--- config.mk ---
export PLATFORM = sky130hd
export DESIGN_NAME = gregorian_day_number_converter_flat
export DESIGN_NICKNAME = d
export VERILOG_FILES = /design/src/sv/gdnc_pkg.sv /design/src/sv/gdnc_if.sv /design/src/sv/gdnc_date_serial.sv /design/src/sv/gdnc_div_const.sv /design/src/sv/gdnc_serial_date.sv /design/src/sv/gregorian_day_number_converter.sv /design/src/flat_wrapper.sv
export SDC_FILE = /design/constraint.sdc
export NUM_CORES = 2
export LEC_CHECK = 0
export ABC_AREA = 1
export BUFFER_PORTS_ARGS = -buffer_cell sky130_fd_sc_hd__buf_4
export CORE_MARGIN = 10
export CORE_UTILIZATION = 60
export DETAILED_ROUTE_END_ITERATION = 6
export PLACE_DENSITY = 0.77
export SYNTH_ARGS = -nofsm -noshare
export SYNTH_HDL_FRONTEND = slang
export SYNTH_SLANG_ARGS = --single-unit
--- constraint.sdc ---
create_clock -name clock -period 35.6 [get_ports clock]
set_clock_uncertainty 0.15 [all_clocks]
set_input_delay 1.78 -clock clock [delete_from_list [all_inputs] [get_ports clock]]
set_output_delay 1.78 -clock clock [all_outputs]
set_load 0.005 [all_outputs]
--- src/sv/gdnc_pkg.sv ---
// Shared definitions of the Gregorian day number converter: field widths,
// operation codes, cycle lengths and the cumulative month table.
// No dependencies.
package gdnc_pkg;

   localparam int MAX_YEAR_DEFAULT = 9999;

   localparam int FUNC_W   = 2;
   localparam int DAY_W    = 5;
   localparam int MONTH_W  = 4;
   localparam int YEAR_W   = 14;
   localparam int SERIAL_W = 22;
   localparam int OFFSET_W = 23;

   // Internal serial width: a date plus an offset stays below 2**24.
   localparam int SER_W  = 24;
   // Date serial of any 14-bit year fits in 23 bits.
   localparam int DS_W   = 23;
   // Signed sum of date serial and offset, and room for the last serial.
   localparam int SUM_W  = 26;

   localparam logic [FUNC_W-1:0] FUNC_TO_SERIAL = 2'd0;
   localparam logic [FUNC_W-1:0] FUNC_TO_DATE   = 2'd1;
   localparam logic [FUNC_W-1:0] FUNC_ADD       = 2'd2;
   localparam logic [FUNC_W-1:0] FUNC_DIFF      = 2'd3;

   localparam int DAYS_400 = 146097;
   localparam int DAYS_100 = 36524;
   localparam int DAYS_4   = 1461;
   localparam int DAYS_1   = 365;

   // Date serial and the fields that travel with it to the range check.
   typedef struct packed {
      logic [FUNC_W-1:0]   func;
      logic [SERIAL_W-1:0] in_serial;
      logic [OFFSET_W-1:0] offset;
      logic [DS_W-1:0]     ds;
   } ds_type;

   // What follows an item down the calendar split.
   typedef struct packed {
      logic [FUNC_W-1:0] func;
      logic              err;
      logic [SER_W-1:0]  s;
   } tag_type;

   // Days of the year before month idx+1 (idx 0 is January).
   function automatic logic [8:0] cum_days(input logic [3:0] idx, input logic leap);
      logic [8:0] v;
      case (idx)
         4'd0:    v = 9'd0;
         4'd1:    v = 9'd31;
         4'd2:    v = 9'd59;
         4'd3:    v = 9'd90;
         4'd4:    v = 9'd120;
         4'd5:    v = 9'd151;
         4'd6:    v = 9'd181;
         4'd7:    v = 9'd212;
         4'd8:    v = 9'd243;
         4'd9:    v = 9'd273;
         4'd10:   v = 9'd304;
         4'd11:   v = 9'd334;
         default: v = 9'd365;
      endcase
      if (leap && idx >= 4'd2) begin
         v = v + 9'd1;
      end
      return v;
   endfunction

endpackage

--- src/sv/gdnc_if.sv ---
// Handshake channels of the converter: request and response items.
// Depends on gdnc_pkg for the field widths.
interface gdnc_req_if import gdnc_pkg::*; ();
   logic                valid;
   logic                ready;
   logic [FUNC_W-1:0]   func;
   logic [DAY_W-1:0]    in_day;
   logic [MONTH_W-1:0]  in_month;
   logic [YEAR_W-1:0]   in_year;
   logic [SERIAL_W-1:0] in_serial;
   logic [OFFSET_W-1:0] offset;

   modport source (output valid, func, in_day, in_month, in_year, in_serial, offset,
                   input ready);
   modport sink (input valid, func, in_day, in_month, in_year, in_serial, offset,
                 output ready);
endinterface

interface gdnc_rsp_if import gdnc_pkg::*; ();
   logic                valid;
   logic                ready;
   logic [DAY_W-1:0]    out_day;
   logic [MONTH_W-1:0]  out_month;
   logic [YEAR_W-1:0]   out_year;
   logic [SERIAL_W-1:0] out_serial;
   logic                range_error;

   modport source (output valid, out_day, out_month, out_year, out_serial, range_error,
                   input ready);
   modport sink (input valid, out_day, out_month, out_year, out_serial, range_error,
                 output ready);
endinterface

--- src/sv/gdnc_date_serial.sv ---
// Two-stage date to serial day number: year clamp and reciprocal products,
// then leap year rule and the serial sum. Depends on gdnc_pkg.
module gdnc_date_serial import gdnc_pkg::*; (
   input  logic                clock,
   input  logic                reset,
   input  logic                en,
   input  logic                in_v,
   input  logic [FUNC_W-1:0]   func,
   input  logic [DAY_W-1:0]    in_day,
   input  logic [MONTH_W-1:0]  in_month,
   input  logic [YEAR_W-1:0]   in_year,
   input  logic [SERIAL_W-1:0] in_serial,
   input  logic [OFFSET_W-1:0] offset,
   output logic                out_v,
   output ds_type              out_ds
);
   // floor(n/100) = (n*5243) >> 19 for every 14-bit n.
   localparam logic [12:0] RECIP_100 = 13'd5243;
   localparam int          PROD_W    = YEAR_W + 13;

   logic                a_v_ff;
   logic [YEAR_W-1:0]   a_yy_ff, a_y1_ff;
   logic [PROD_W-1:0]   a_py_ff, a_p1_ff;
   logic [MONTH_W-1:0]  a_mm_ff;
   logic [DAY_W-1:0]    a_day_ff;
   logic [FUNC_W-1:0]   a_func_ff;
   logic [SERIAL_W-1:0] a_sin_ff;
   logic [OFFSET_W-1:0] a_off_ff;

   logic [YEAR_W-1:0]  yy_in, y1_in;
   logic [MONTH_W-1:0] mm_in;

   logic          b_v_ff;
   ds_type        b_ds_ff;
   logic [7:0]    qy, q1;
   logic          leap;
   logic [DS_W-1:0] ds_in;

   always_comb begin
      yy_in = (in_year == '0) ? YEAR_W'(1) : in_year;
      y1_in = yy_in - YEAR_W'(1);
      if (in_month == '0) begin
         mm_in = MONTH_W'(1);
      end else if (in_month > MONTH_W'(12)) begin
         mm_in = MONTH_W'(12);
      end else begin
         mm_in = in_month;
      end
   end

   always_ff @(posedge clock) begin
      if (reset) begin
         a_v_ff <= 1'b0;
         b_v_ff <= 1'b0;
      end else if (en) begin
         a_v_ff <= in_v;
         b_v_ff <= a_v_ff;
      end
      if (en) begin
         a_yy_ff   <= yy_in;
         a_y1_ff   <= y1_in;
         a_py_ff   <= PROD_W'(yy_in) * PROD_W'(RECIP_100);
         a_p1_ff   <= PROD_W'(y1_in) * PROD_W'(RECIP_100);
         a_mm_ff   <= mm_in;
         a_day_ff  <= in_day;
         a_func_ff <= func;
         a_sin_ff  <= in_serial;
         a_off_ff  <= offset;
         b_ds_ff.func      <= a_func_ff;
         b_ds_ff.in_serial <= a_sin_ff;
         b_ds_ff.offset    <= a_off_ff;
         b_ds_ff.ds        <= ds_in;
      end
   end

   always_comb begin
      qy   = a_py_ff[19 +: 8];
      q1   = a_p1_ff[19 +: 8];
      leap = (a_yy_ff[1:0] == 2'b00)
             && ((a_yy_ff != YEAR_W'(qy) * YEAR_W'(100)) || (qy[1:0] == 2'b00));
      ds_in = DS_W'(a_y1_ff) * DS_W'(365) + DS_W'(a_y1_ff >> 2) - DS_W'(q1)
              + DS_W'(q1 >> 2) + DS_W'(cum_days(a_mm_ff - MONTH_W'(1), leap))
              + DS_W'(a_day_ff);
   end

   assign out_v  = b_v_ff;
   assign out_ds = b_ds_ff;

endmodule

--- src/sv/gdnc_div_const.sv ---
// Three-stage division by a constant: reciprocal product, trial remainder,
// one correction step. No dependencies.
module gdnc_div_const #(
   parameter int W  = 24,
   parameter int D  = 146097,
   parameter int QW = 7,
   parameter int SW = 1
) (
   input  logic          clock,
   input  logic          reset,
   input  logic          en,
   input  logic          in_v,
   input  logic [W-1:0]  in_r,
   input  logic [SW-1:0] in_side,
   output logic          out_v,
   output logic [QW-1:0] out_q,
   output logic [W-1:0]  out_rem,
   output logic [SW-1:0] out_side
);
   // floor(2**W / D): the estimate is the true quotient or one less.
   localparam logic [63:0]  MUL64 = (64'd1 << W) / D;
   localparam logic [W-1:0] MUL   = MUL64[W-1:0];
   localparam logic [W-1:0] DC    = W'(D);

   logic            v1_ff, v2_ff, v3_ff;
   logic [2*W-1:0]  prod1_ff;
   logic [W-1:0]    r1_ff, rem2_ff, rem3_ff;
   logic [QW-1:0]   q2_ff, q3_ff;
   logic [SW-1:0]   side1_ff, side2_ff, side3_ff;
   logic [QW-1:0]   qe_in;
   logic [W-1:0]    rem2_in;

   always_comb begin
      qe_in   = prod1_ff[W +: QW];
      rem2_in = r1_ff - W'(W'(qe_in) * DC);
   end

   always_ff @(posedge clock) begin
      if (reset) begin
         v1_ff <= 1'b0;
         v2_ff <= 1'b0;
         v3_ff <= 1'b0;
      end else if (en) begin
         v1_ff <= in_v;
         v2_ff <= v1_ff;
         v3_ff <= v2_ff;
      end
      if (en) begin
         prod1_ff <= {{W{1'b0}}, in_r} * {{W{1'b0}}, MUL};
         r1_ff    <= in_r;
         side1_ff <= in_side;
         q2_ff    <= qe_in;
         rem2_ff  <= rem2_in;
         side2_ff <= side1_ff;
         if (rem2_ff >= DC) begin
            q3_ff   <= q2_ff + QW'(1);
            rem3_ff <= rem2_ff - DC;
         end else begin
            q3_ff   <= q2_ff;
            rem3_ff <= rem2_ff;
         end
         side3_ff <= side2_ff;
      end
   end

   assign out_v    = v3_ff;
   assign out_q    = q3_ff;
   assign out_rem  = rem3_ff;
   assign out_side = side3_ff;

endmodule

--- src/sv/gdnc_serial_date.sv ---
// Serial day number to date: splits into 400, 100, 4 and 1 year cycles,
// then finds month and day; also forms the registered result item.
// Depends on gdnc_pkg and gdnc_div_const.
module gdnc_serial_date import gdnc_pkg::*; (
   input  logic                clock,
   input  logic                reset,
   input  logic                en,
   input  logic                in_v,
   input  logic [SER_W-1:0]    in_r,
   input  tag_type             in_tag,
   output logic                out_v,
   output logic [DAY_W-1:0]    out_day,
   output logic [MONTH_W-1:0]  out_month,
   output logic [YEAR_W-1:0]   out_year,
   output logic [SERIAL_W-1:0] out_serial,
   output logic                out_err
);
   localparam int TW  = $bits(tag_type);
   localparam int R1W = 18;
   localparam int R2W = 17;
   localparam int R3W = 11;
   localparam int R4W = 9;
   localparam int Q1W = 7;
   localparam int Q2W = 3;
   localparam int Q3W = 6;
   localparam int Q4W = 3;

   logic                v1, v2, v3, v4;
   logic [Q1W-1:0]      n400, n400_b, n400_c;
   logic [Q2W-1:0]      q100;
   logic [1:0]          n100, n100_c;
   logic [Q3W-1:0]      n4;
   logic [Q4W-1:0]      q1;
   logic [1:0]          n1;
   logic [SER_W-1:0]    rem1_w;
   logic [R1W-1:0]      rem1;
   logic [R1W-1:0]      rem2;
   logic [R2W-1:0]      r2;
   logic [R2W-1:0]      rem3;
   logic [R3W-1:0]      rem4;
   logic [R4W-1:0]      r4;
   tag_type             t1, t2, t3, t4;

   gdnc_div_const #(.W(SER_W), .D(DAYS_400), .QW(Q1W), .SW(TW)) u_div400 (
      .clock(clock), .reset(reset), .en(en), .in_v(in_v), .in_r(in_r), .in_side(in_tag),
      .out_v(v1), .out_q(n400), .out_rem(rem1_w), .out_side(t1)
   );

   // What is left after the 400-year cycles is always below one cycle length.
   assign rem1 = rem1_w[R1W-1:0];

   gdnc_div_const #(.W(R1W), .D(DAYS_100), .QW(Q2W), .SW(TW + Q1W)) u_div100 (
      .clock(clock), .reset(reset), .en(en), .in_v(v1), .in_r(rem1),
      .in_side({n400, t1}),
      .out_v(v2), .out_q(q100), .out_rem(rem2), .out_side({n400_b, t2})
   );

   // The last day of a 400-year cycle would give a fifth century; keep it in the fourth.
   always_comb begin
      if (q100 > Q2W'(3)) begin
         n100 = 2'd3;
         r2   = R2W'(rem2 + R1W'(DAYS_100));
      end else begin
         n100 = q100[1:0];
         r2   = R2W'(rem2);
      end
   end

   gdnc_div_const #(.W(R2W), .D(DAYS_4), .QW(Q3W), .SW(TW + Q1W + 2)) u_div4 (
      .clock(clock), .reset(reset), .en(en), .in_v(v2), .in_r(r2),
      .in_side({n400_b, n100, t2}),
      .out_v(v3), .out_q(n4), .out_rem(rem3), .out_side({n400_c, n100_c, t3})
   );

   logic [Q1W-1:0] n400_d;
   logic [1:0]     n100_d;
   logic [Q3W-1:0] n4_d;

   gdnc_div_const #(.W(R3W), .D(DAYS_1), .QW(Q4W), .SW(TW + Q1W + 2 + Q3W)) u_div1 (
      .clock(clock), .reset(reset), .en(en), .in_v(v3), .in_r(R3W'(rem3)),
      .in_side({n400_c, n100_c, n4, t3}),
      .out_v(v4), .out_q(q1), .out_rem(rem4), .out_side({n400_d, n100_d, n4_d, t4})
   );

   // The last day of a four-year cycle belongs to its leap year.
   always_comb begin
      if (q1 > Q4W'(3)) begin
         n1 = 2'd3;
         r4 = R4W'(rem4 + R3W'(DAYS_1));
      end else begin
         n1 = q1[1:0];
         r4 = R4W'(rem4);
      end
   end

   logic            m_v_ff;
   logic [3:0]      m_month_ff;
   logic            m_leap_ff;
   logic [R4W-1:0]  m_r_ff;
   logic [15:0]     m_year_ff;
   tag_type         m_tag_ff;
   logic            leap_in;
   logic [3:0]      month_in;
   logic [15:0]     year_in;

   always_comb begin
      leap_in  = (n1 == 2'd3) && ((n4_d != Q3W'(24)) || (n100_d == 2'd3));
      month_in = 4'd1;
      for (int mo = 1; mo < 12; mo++) begin
         if (r4 >= cum_days(4'(mo), leap_in)) begin
            month_in = month_in + 4'd1;
         end
      end
      year_in = 16'(n400_d) * 16'd400 + 16'(n100_d) * 16'd100 + 16'(n4_d) * 16'd4
                + 16'(n1) + 16'd1;
   end

   logic                o_v_ff;
   logic [DAY_W-1:0]    o_day_ff;
   logic [MONTH_W-1:0]  o_month_ff;
   logic [YEAR_W-1:0]   o_year_ff;
   logic [SERIAL_W-1:0] o_serial_ff;
   logic                o_err_ff;
   logic [R4W-1:0]      day_in;
   logic                show_date;

   always_comb begin
      day_in    = m_r_ff - cum_days(m_month_ff - 4'd1, m_leap_ff) + R4W'(1);
      show_date = !m_tag_ff.err
                  && (m_tag_ff.func == FUNC_TO_DATE || m_tag_ff.func == FUNC_ADD);
   end

   always_ff @(posedge clock) begin
      if (reset) begin
         m_v_ff <= 1'b0;
         o_v_ff <= 1'b0;
      end else if (en) begin
         m_v_ff <= v4;
         o_v_ff <= m_v_ff;
      end
      if (en) begin
         m_month_ff <= month_in;
         m_leap_ff  <= leap_in;
         m_r_ff     <= r4;
         m_year_ff  <= year_in;
         m_tag_ff   <= t4;
         o_day_ff    <= show_date ? DAY_W'(day_in) : '0;
         o_month_ff  <= show_date ? m_month_ff : '0;
         o_year_ff   <= show_date ? m_year_ff[YEAR_W-1:0] : '0;
         o_serial_ff <= m_tag_ff.err ? '0 : m_tag_ff.s[SERIAL_W-1:0];
         o_err_ff    <= m_tag_ff.err;
      end
   end

   assign out_v      = o_v_ff;
   assign out_day    = o_day_ff;
   assign out_month  = o_month_ff;
   assign out_year   = o_year_ff;
   assign out_serial = o_serial_ff;
   assign out_err    = o_err_ff;

endmodule

--- src/sv/gregorian_day_number_converter.sv ---
// Top level of the Gregorian day number converter; ties the stages together.
// Depends on gdnc_pkg, gdnc_if, gdnc_date_serial and gdnc_serial_date.

// Converts proleptic Gregorian dates to serial day numbers (1/1/1 is day 1)
// and back, adds a signed day offset to a date, or gives the distance between
// a date and a serial. It is a 17-stage pipeline: two stages for the date
// serial, one for the range check and operation select, twelve for the
// constant divisions by the 400, 100, 4 and 1 year cycle lengths and two for
// month and day. An item can enter every cycle while the pipeline is not halted;
// the whole pipeline halts while a finished result is held back.
module gregorian_day_number_converter import gdnc_pkg::*; #(
   parameter int MAX_YEAR = MAX_YEAR_DEFAULT
) (
   input logic       clock,
   input logic       reset,
   gdnc_req_if.sink  req_if,
   gdnc_rsp_if.source rsp_if
);
   localparam logic [SUM_W-1:0] LAST_SERIAL = SUM_W'(365 * MAX_YEAR + MAX_YEAR / 4
                                                     - MAX_YEAR / 100 + MAX_YEAR / 400);

   logic   en;
   logic   ds_v;
   ds_type ds;

   assign en           = !rsp_if.valid || rsp_if.ready;
   assign req_if.ready = en;

   gdnc_date_serial u_date_serial (
      .clock(clock), .reset(reset), .en(en), .in_v(req_if.valid),
      .func(req_if.func), .in_day(req_if.in_day), .in_month(req_if.in_month),
      .in_year(req_if.in_year), .in_serial(req_if.in_serial), .offset(req_if.offset),
      .out_v(ds_v), .out_ds(ds)
   );

   logic [SUM_W-1:0] sum, ds_w, sin_w, diff;
   logic             ok_sum, ok_ds, ok_sin;
   tag_type          tag_in;
   logic [SER_W-1:0] r_in;

   always_comb begin
      ds_w  = SUM_W'(ds.ds);
      sin_w = SUM_W'(ds.in_serial);
      sum   = ds_w + {{(SUM_W - OFFSET_W){ds.offset[OFFSET_W-1]}}, ds.offset};
      diff  = (ds_w > sin_w) ? ds_w - sin_w : sin_w - ds_w;
      // The sum is negative when its top bit is set.
      ok_sum = !sum[SUM_W-1] && (sum != '0) && (sum <= LAST_SERIAL);
      ok_ds  = (ds_w != '0) && (ds_w <= LAST_SERIAL);
      ok_sin = (sin_w != '0) && (sin_w <= LAST_SERIAL);
      tag_in.func = ds.func;
      case (ds.func)
         FUNC_TO_SERIAL: begin
            tag_in.err = !ok_ds;
            tag_in.s   = SER_W'(ds_w);
         end
         FUNC_TO_DATE: begin
            tag_in.err = !ok_sin;
            tag_in.s   = SER_W'(sin_w);
         end
         FUNC_ADD: begin
            tag_in.err = !ok_sum;
            tag_in.s   = SER_W'(sum);
         end
         default: begin
            tag_in.err = !(ok_ds && ok_sin);
            tag_in.s   = SER_W'(diff);
         end
      endcase
      r_in = tag_in.s - SER_W'(1);
   end

   logic             c_v_ff;
   tag_type          c_tag_ff;
   logic [SER_W-1:0] c_r_ff;

   always_ff @(posedge clock) begin
      if (reset) begin
         c_v_ff <= 1'b0;
      end else if (en) begin
         c_v_ff <= ds_v;
      end
      if (en) begin
         c_tag_ff <= tag_in;
         c_r_ff   <= r_in;
      end
   end

   gdnc_serial_date u_serial_date (
      .clock(clock), .reset(reset), .en(en), .in_v(c_v_ff), .in_r(c_r_ff),
      .in_tag(c_tag_ff),
      .out_v(rsp_if.valid), .out_day(rsp_if.out_day), .out_month(rsp_if.out_month),
      .out_year(rsp_if.out_year), .out_serial(rsp_if.out_serial),
      .out_err(rsp_if.range_error)
   );

endmodule

--- src/flat_wrapper.sv ---
// flat-port wrapper written by rule: the top's interface ports become plain ports
module gregorian_day_number_converter_flat import gdnc_pkg::*;
#(
   parameter int MAX_YEAR = MAX_YEAR_DEFAULT
)
  (clock, reset, req_if_valid, req_if_func, req_if_in_day, req_if_in_month, req_if_in_year, req_if_in_serial, req_if_offset, req_if_ready, rsp_if_valid, rsp_if_out_day, rsp_if_out_month, rsp_if_out_year, rsp_if_out_serial, rsp_if_range_error, rsp_if_ready);
  gdnc_req_if req_if_i ();
  gdnc_rsp_if rsp_if_i ();
  input logic clock;
  input logic reset;
  input wire logic [$bits(req_if_i.valid)-1:0] req_if_valid;
  input wire logic [$bits(req_if_i.func)-1:0] req_if_func;
  input wire logic [$bits(req_if_i.in_day)-1:0] req_if_in_day;
  input wire logic [$bits(req_if_i.in_month)-1:0] req_if_in_month;
  input wire logic [$bits(req_if_i.in_year)-1:0] req_if_in_year;
  input wire logic [$bits(req_if_i.in_serial)-1:0] req_if_in_serial;
  input wire logic [$bits(req_if_i.offset)-1:0] req_if_offset;
  output wire logic [$bits(req_if_i.ready)-1:0] req_if_ready;
  output wire logic [$bits(rsp_if_i.valid)-1:0] rsp_if_valid;
  output wire logic [$bits(rsp_if_i.out_day)-1:0] rsp_if_out_day;
  output wire logic [$bits(rsp_if_i.out_month)-1:0] rsp_if_out_month;
  output wire logic [$bits(rsp_if_i.out_year)-1:0] rsp_if_out_year;
  output wire logic [$bits(rsp_if_i.out_serial)-1:0] rsp_if_out_serial;
  output wire logic [$bits(rsp_if_i.range_error)-1:0] rsp_if_range_error;
  input wire logic [$bits(rsp_if_i.ready)-1:0] rsp_if_ready;
  assign req_if_i.valid = req_if_valid;
  assign req_if_i.func = req_if_func;
  assign req_if_i.in_day = req_if_in_day;
  assign req_if_i.in_month = req_if_in_month;
  assign req_if_i.in_year = req_if_in_year;
  assign req_if_i.in_serial = req_if_in_serial;
  assign req_if_i.offset = req_if_offset;
  assign req_if_ready = req_if_i.ready;
  assign rsp_if_valid = rsp_if_i.valid;
  assign rsp_if_out_day = rsp_if_i.out_day;
  assign rsp_if_out_month = rsp_if_i.out_month;
  assign rsp_if_out_year = rsp_if_i.out_year;
  assign rsp_if_out_serial = rsp_if_i.out_serial;
  assign rsp_if_range_error = rsp_if_i.range_error;
  assign rsp_if_i.ready = rsp_if_ready;
  gregorian_day_number_converter #(.MAX_YEAR(MAX_YEAR)) u_core (.clock(clock), .reset(reset), .req_if(req_if_i), .rsp_if(rsp_if_i));
endmodule
# Yosys cells after proc, flatten, opt, wreduce, memory -nomap -nowiden
# Memories as Yosys holds them, arrays and structs flattened.
# Cells that the tools add are included.
# Widths: inputs -> output; s select.
[totals]
mem_count = 2
in_bits = 74
regBits = 1109
rom_bits = 288
[classes]
mux = 38
add_sub_neg = 44
n_eq_ne = 8
n_mul = 14
reduce_logical = 30
magnitude_cmp = 24
[memory_table]
columns = ["name", "depth", "width", "rd", "rd_clocked_by_memory_dff", "wr", "line", "text"]
rows = [
  ["(no name shown)", 16, 9, 1, 0, 0, "gdnc_pkg.sv:50", "case (idx)"],
  ["(no name shown)", 16, 9, 1, 0, 0, "gdnc_pkg.sv:50", ""],
]
[ops]
columns = ["cell", "count"]
rows = [
  ["$pmux 25 s3", 1],
  ["$mul 14x13->27 const B", 2],
  ["$mux 4", 12],
  ["$add 4x1->4 const B", 10],
  ["$ge 9x8->1", 4],
  ["$mux 17", 2],
  ["$mul 24x6->30 const B", 1],
  ["$ge 9x9->1", 3],
  ["$mux 9", 3],
  ["$le 26x22->1 const B", 1],
  ["$reduce_bool 26->1", 1],
  ["$add 24x23->25", 1],
  ["$ge 24x18->1 const B", 1],
  ["$mul 7x18->24 const B", 1],
  ["$mux 24", 1],
  ["$sub 22x23->24", 1],
  ["$sub 23x22->24", 1],
  ["$sub 24x1->24 const B", 1],
  ["$sub 24x24->24", 1],
  ["$add 23x12->23", 1],
  ["$add 23x5->23", 1],
  ["$add 23x6->23", 1],
  ["$add 23x9->23", 1],
  ["$gt 23x22->1", 1],
  ["other kinds (65)", 105],
]

# Logic depth before layout (Yosys ltp)
[logic_depth]
word_depth = 25
depth_mapped = 48
ltp_nobuf = 46

# Cells and area by module
# From an unflattened synthesis, not the netlist that was laid out.
[hier_totals]
hier_cells = 7624
hier_area_um2 = 72891.2
[modules_own_cells]
columns = ["module", "seq_area_each_um2", "cells_each", "n_inst", "area_each_um2"]
rows = [
  ["gdnc_date_serial", 5144.9, 1927, 1, 19304.8],
  ["gdnc_div_const (u_core.u_serial_date.u_div400)", 5285.1, 1312, 1, 12583.3],
  ["gdnc_div_const (u_core.u_serial_date.u_div4)", 5375.2, 945, 1, 10398.7],
  ["gregorian_day_number_converter", 1551.5, 1515, 1, 8785.9],
  ["gdnc_div_const (u_core.u_serial_date.u_div100)", 5014.8, 650, 1, 7886.3],
  ["gdnc_serial_date", 2892.8, 794, 1, 7019.2],
  ["gdnc_div_const (u_core.u_serial_date.u_div1)", 5104.9, 481, 1, 6912.9],
]

# Least setup slack after synthesis
# No wires, ideal clock.
[synth_timing]
path_type = "input-to-output"
start = "input port rsp_if_ready"
end = "output port req_if_ready"
arrival_time_ps = 28005
path_stages = 3
setup_slack_ps = 5665
cell_sequence = "nor2_1 > clkinv_1 > clkbuf_1"
[synth_between]
elab_chain_cells = 1
[synth_rtl]
columns = ["element", "line", "text"]
rows = [
  ["start, declared", "flat_wrapper.sv:25", "input wire logic [$bits(rsp_if_i.ready)-1:0] rsp_if_ready;"],
  ["$logic_or 1x1->1", "gregorian_day_number_converter.sv:26", "assign en = !rsp_if.valid || rsp_if.ready;"],
  ["end, declared", "flat_wrapper.sv:18", "output wire logic [$bits(req_if_i.ready)-1:0] req_if_ready;"],
]
# No other way between the ends.

# Final worst setup path
[layout_timing]
start = "input port req_if_in_year[8]"
end = "register u_core.u_date_serial.a_p1_ff[26], data pin"
[layout_between]
elab_chain_cells = 4
[layout_rtl]
columns = ["element", "line", "text"]
rows = [
  ["start, declared", "flat_wrapper.sv:15", "input wire logic [$bits(req_if_i.in_year)-1:0] req_if_in_year;"],
  ["$logic_not 14->1", "gdnc_date_serial.sv:40", "yy_in = (in_year == '0) ? YEAR_W'(1) : in_year;"],
  ["$mux 14", "gdnc_date_serial.sv:40", ""],
  ["$sub 14x1->14", "gdnc_date_serial.sv:41", "y1_in = yy_in - YEAR_W'(1);"],
  ["via u_core.u_date_serial.y1_in[0]", "gdnc_date_serial.sv:30", "logic [YEAR_W-1:0] yy_in, y1_in;"],
  ["$mul 14x13->27", "gdnc_date_serial.sv:63", "a_p1_ff <= PROD_W'(y1_in) * PROD_W'(RECIP_100);"],
  ["end signal, assigned", "gdnc_date_serial.sv:63", ""],
  ["end, declared", "gdnc_date_serial.sv:23", "logic [PROD_W-1:0] a_py_ff, a_p1_ff;"],
]
# The timed path passes the listed nets, and every way through them passes these cells.
# A chain may end at the register's enable or synchronous reset.

==> impl_metrics.env <==
export IMPL_status="finished clean"
export IMPL_path_buf_inv=6
export IMPL_portBuffers=121
export IMPL_grt_pass1_wl_um=206000
export IMPL_n_antenna_cell=0
export IMPL_cts_resized=0
export IMPL_slew_headroom_pct=28.7
export IMPL_worstMarginPinSlew_ns=1.07
export IMPL_vias_per_cell=5.33
export IMPL_clk_path_buf_depth=3
export IMPL_clkTransAtPathRegs_ns=0.06
export IMPL_dp_cells=7186
export IMPL_syn_nets=6952
export IMPL_rsz0062_at_grt="false"
export IMPL_drt_first_pass_iters=6
export IMPL_yosys_warnings=0
export IMPL_nets=7151
export IMPL_boundaryPins=122
export IMPL_track_usage_pct=21.1
export IMPL_cp_top_family="adder cells"
export IMPL_cpPeakStageDelay_ns=0.54
export IMPL_coreArea_um2=106000
export IMPL_setup_violations=0
export IMPL_critPathKind="in -> reg"
export IMPL_required_ns=35.88
export IMPL_cts_hold_buffers=0
export IMPL_start_util_pct=60.7
export IMPL_synth_seq_area_share_pct=45.5
export IMPL_crit_arrival_ns=9.50
export IMPL_post_cts_buffers=0
export IMPL_hold_viol=0
export IMPL_die_area_um2=120000
export IMPL_fin_tns_setup_ns=0
export IMPL_drc=0
export IMPL_period_share_pct=25.9
export IMPL_antenna_found_initial=0
export IMPL_period_needed_ns=9.21
export IMPL_cts_buffers=100
export IMPL_async_reset_ff_share_pct=0
export IMPL_critPathLaunchType="primary input"
export IMPL_vias=39300
export IMPL_syn_area_um2=64000
export IMPL_final_common_cell="inv_1"
export IMPL_synth_seq_cells=976
export IMPL_cts_root_buf="clkbuf_16"
export IMPL_yosysUniqueCellTypes=74
export IMPL_hpwlAfterDp_um=97800
export IMPL_fp_row_count=119
export IMPL_ant_nets=0
export IMPL_critPathSlowestCell="fa_1"
export IMPL_grt_pass1_vias=40200
export IMPL_syn2layout_area_growth_pct=9.19
export IMPL_htree_levels=3
export IMPL_final_max_slew_viol_count=0
export IMPL_worst_hold_path_type="reg -> reg"
export IMPL_max_cap_viol_count=0
export IMPL_final_util_pct=66.2
export IMPL_worst_skew_pair_late_latency_ns=0.71
export IMPL_critPathMaxFanout=13
export IMPL_fin_cells=7371
export IMPL_synth_edf_count=959
export IMPL_drt_wirelength_per_cell_um=17.1
export IMPL_synth_top_flop_cell="edfxtp_1"
export IMPL_fmax_mhz=109
export IMPL_mostFrequentLayoutCells="inv_1 (1164), edfxtp_1 (959), ha_1 (791)"
export IMPL_die_w_um=347
export IMPL_fp_dieH_um=347
export IMPL_place_congestion=0.962
export IMPL_syn_area_per_cell_um2=11.2
export IMPL_drive_above_1_share_pct=6.67
export IMPL_synthCells=5698
export IMPL_grt_overflow=0
export IMPL_worstSetupEndpointType="flip-flop"
export IMPL_cts_tree="done"
export IMPL_grt_start_max_net_pins=195
export IMPL_drtIter0Drc=2350
export IMPL_wl_um=126000
export IMPL_numClockSinks=976
through the flow:
step	setup WS [ns]	hold WS [ns]	cell area, µm²
2_1_floorplan	5.66	0.250	64000
3_3_place_gp	25.82	0.250	66600
3_5_place_dp	25.68	0.255	66600
4_1_cts	26.34	0.243	69900
5_1_grt	25.68	0.256	69900
6_report	26.39	0.250	69900
cell families (layout without fill, tap and decap cells):
family / after synthesis / after routing / synth area share [%]
fa+ha+maj: 1180 / 1180 / 27.6
compound gates: 645 / 645 / 5.91
flops: 976 / 976 / 45.5
simple gates: 1319 / 1319 / 8.85
xor+xnor: 349 / 349 / 4.77
buf+inv: 1228 / 1510 / 7.32
mux: 1 / 1 / 0.0176
Yosys cell counts, drive strengths merged (2+ instances only):
master	count	area [µm²]
nand2	719	2780
and3	3	18.8
a22oi	2	15.0
clkbuf	25	95.1
a221oi	9	78.8
nor2	296	1190
a21boi	9	71.3
dfxtp	17	340
xor2	264	2310
fa	389	7790
inv	1181	4430
nor4	19	119
o31ai	11	82.6
a211oi	9	67.6
xnor2	85	744
o21bai	24	191
or2	17	106
o22ai	7	43.8
o221ai	14	123
a41oi	2	17.5
nand4	53	332
buf	18	145
a21oi	303	1580
nor3	37	201
o311ai	3	26.3
nand3	162	833
and2	5	31.3
a31oi	15	93.8
o2111ai	7	61.3
edfxtp	959	28800
ha	791	9900
o21ai	165	830
o21a	8	60.1
clkinv	4	15.0
or4	3	22.5
a21o	33	248
o211ai	14	105
final timing paths:
kind	from	to	slack (ns)	cells after the start
setup reg to reg	u_core.u_date_serial.a_py_ff[22]$_DFFE_PP_	u_core.u_date_serial.out_ds[22]$_DFFE_PP_	26.46	42
hold reg to reg	u_core.u_serial_date.u_div1.out_side[6]$_DFFE_PP_	u_core.u_serial_date.m_tag_ff[6]$_DFFE_PP_	0.25	0
setup / recovery	req_if_in_year[8]	u_core.u_date_serial.a_p1_ff[26]$_DFFE_PP_	26.39	34
hold / removal	u_core.u_serial_date.u_div1.out_side[6]$_DFFE_PP_	u_core.u_serial_date.m_tag_ff[6]$_DFFE_PP_	0.25	0
registers in the layout, summed over array words and instances, names as in the netlist, 32 cells and up:
name	count
u_core.u_date_serial.out_ds	70
u_core.u_serial_date.u_div1.out_side	40
u_core.u_serial_date.u_div1.side1_ff	40
u_core.u_serial_date.u_div1.side2_ff	40
u_core.u_serial_date.u_div4.out_side	34
u_core.u_serial_date.u_div4.side1_ff	34
u_core.u_serial_date.u_div4.side2_ff	34
u_core.u_serial_date.u_div100.out_side	32
u_core.u_serial_date.u_div100.side1_ff	32
u_core.u_serial_date.u_div100.side2_ff	32
layer usage:
layer | global-route usage [%] | part of all wire (%)
met1 | 27.0 | 43
met2 | 36.6 | 49
met3 | 3.04 | 4.3
met4 | 7.43 | 3.5
met5 | 0 | 0
area by class of cell:
cell class	instances	area, µm²
Clock buffer	110	2560
Clock inverter	75	729
Fill cell	7747	35600
Inverter	1185	4460
Multi-Input combinational cell	3494	30200
Sequential cell	976	29100
Tap cell	1391	1740
Timing Repair Buffer	140	1090
Power is left out: the tool's default activity adds up to more than one toggle a clock period on the data nets, which glitch-free logic cannot reach.
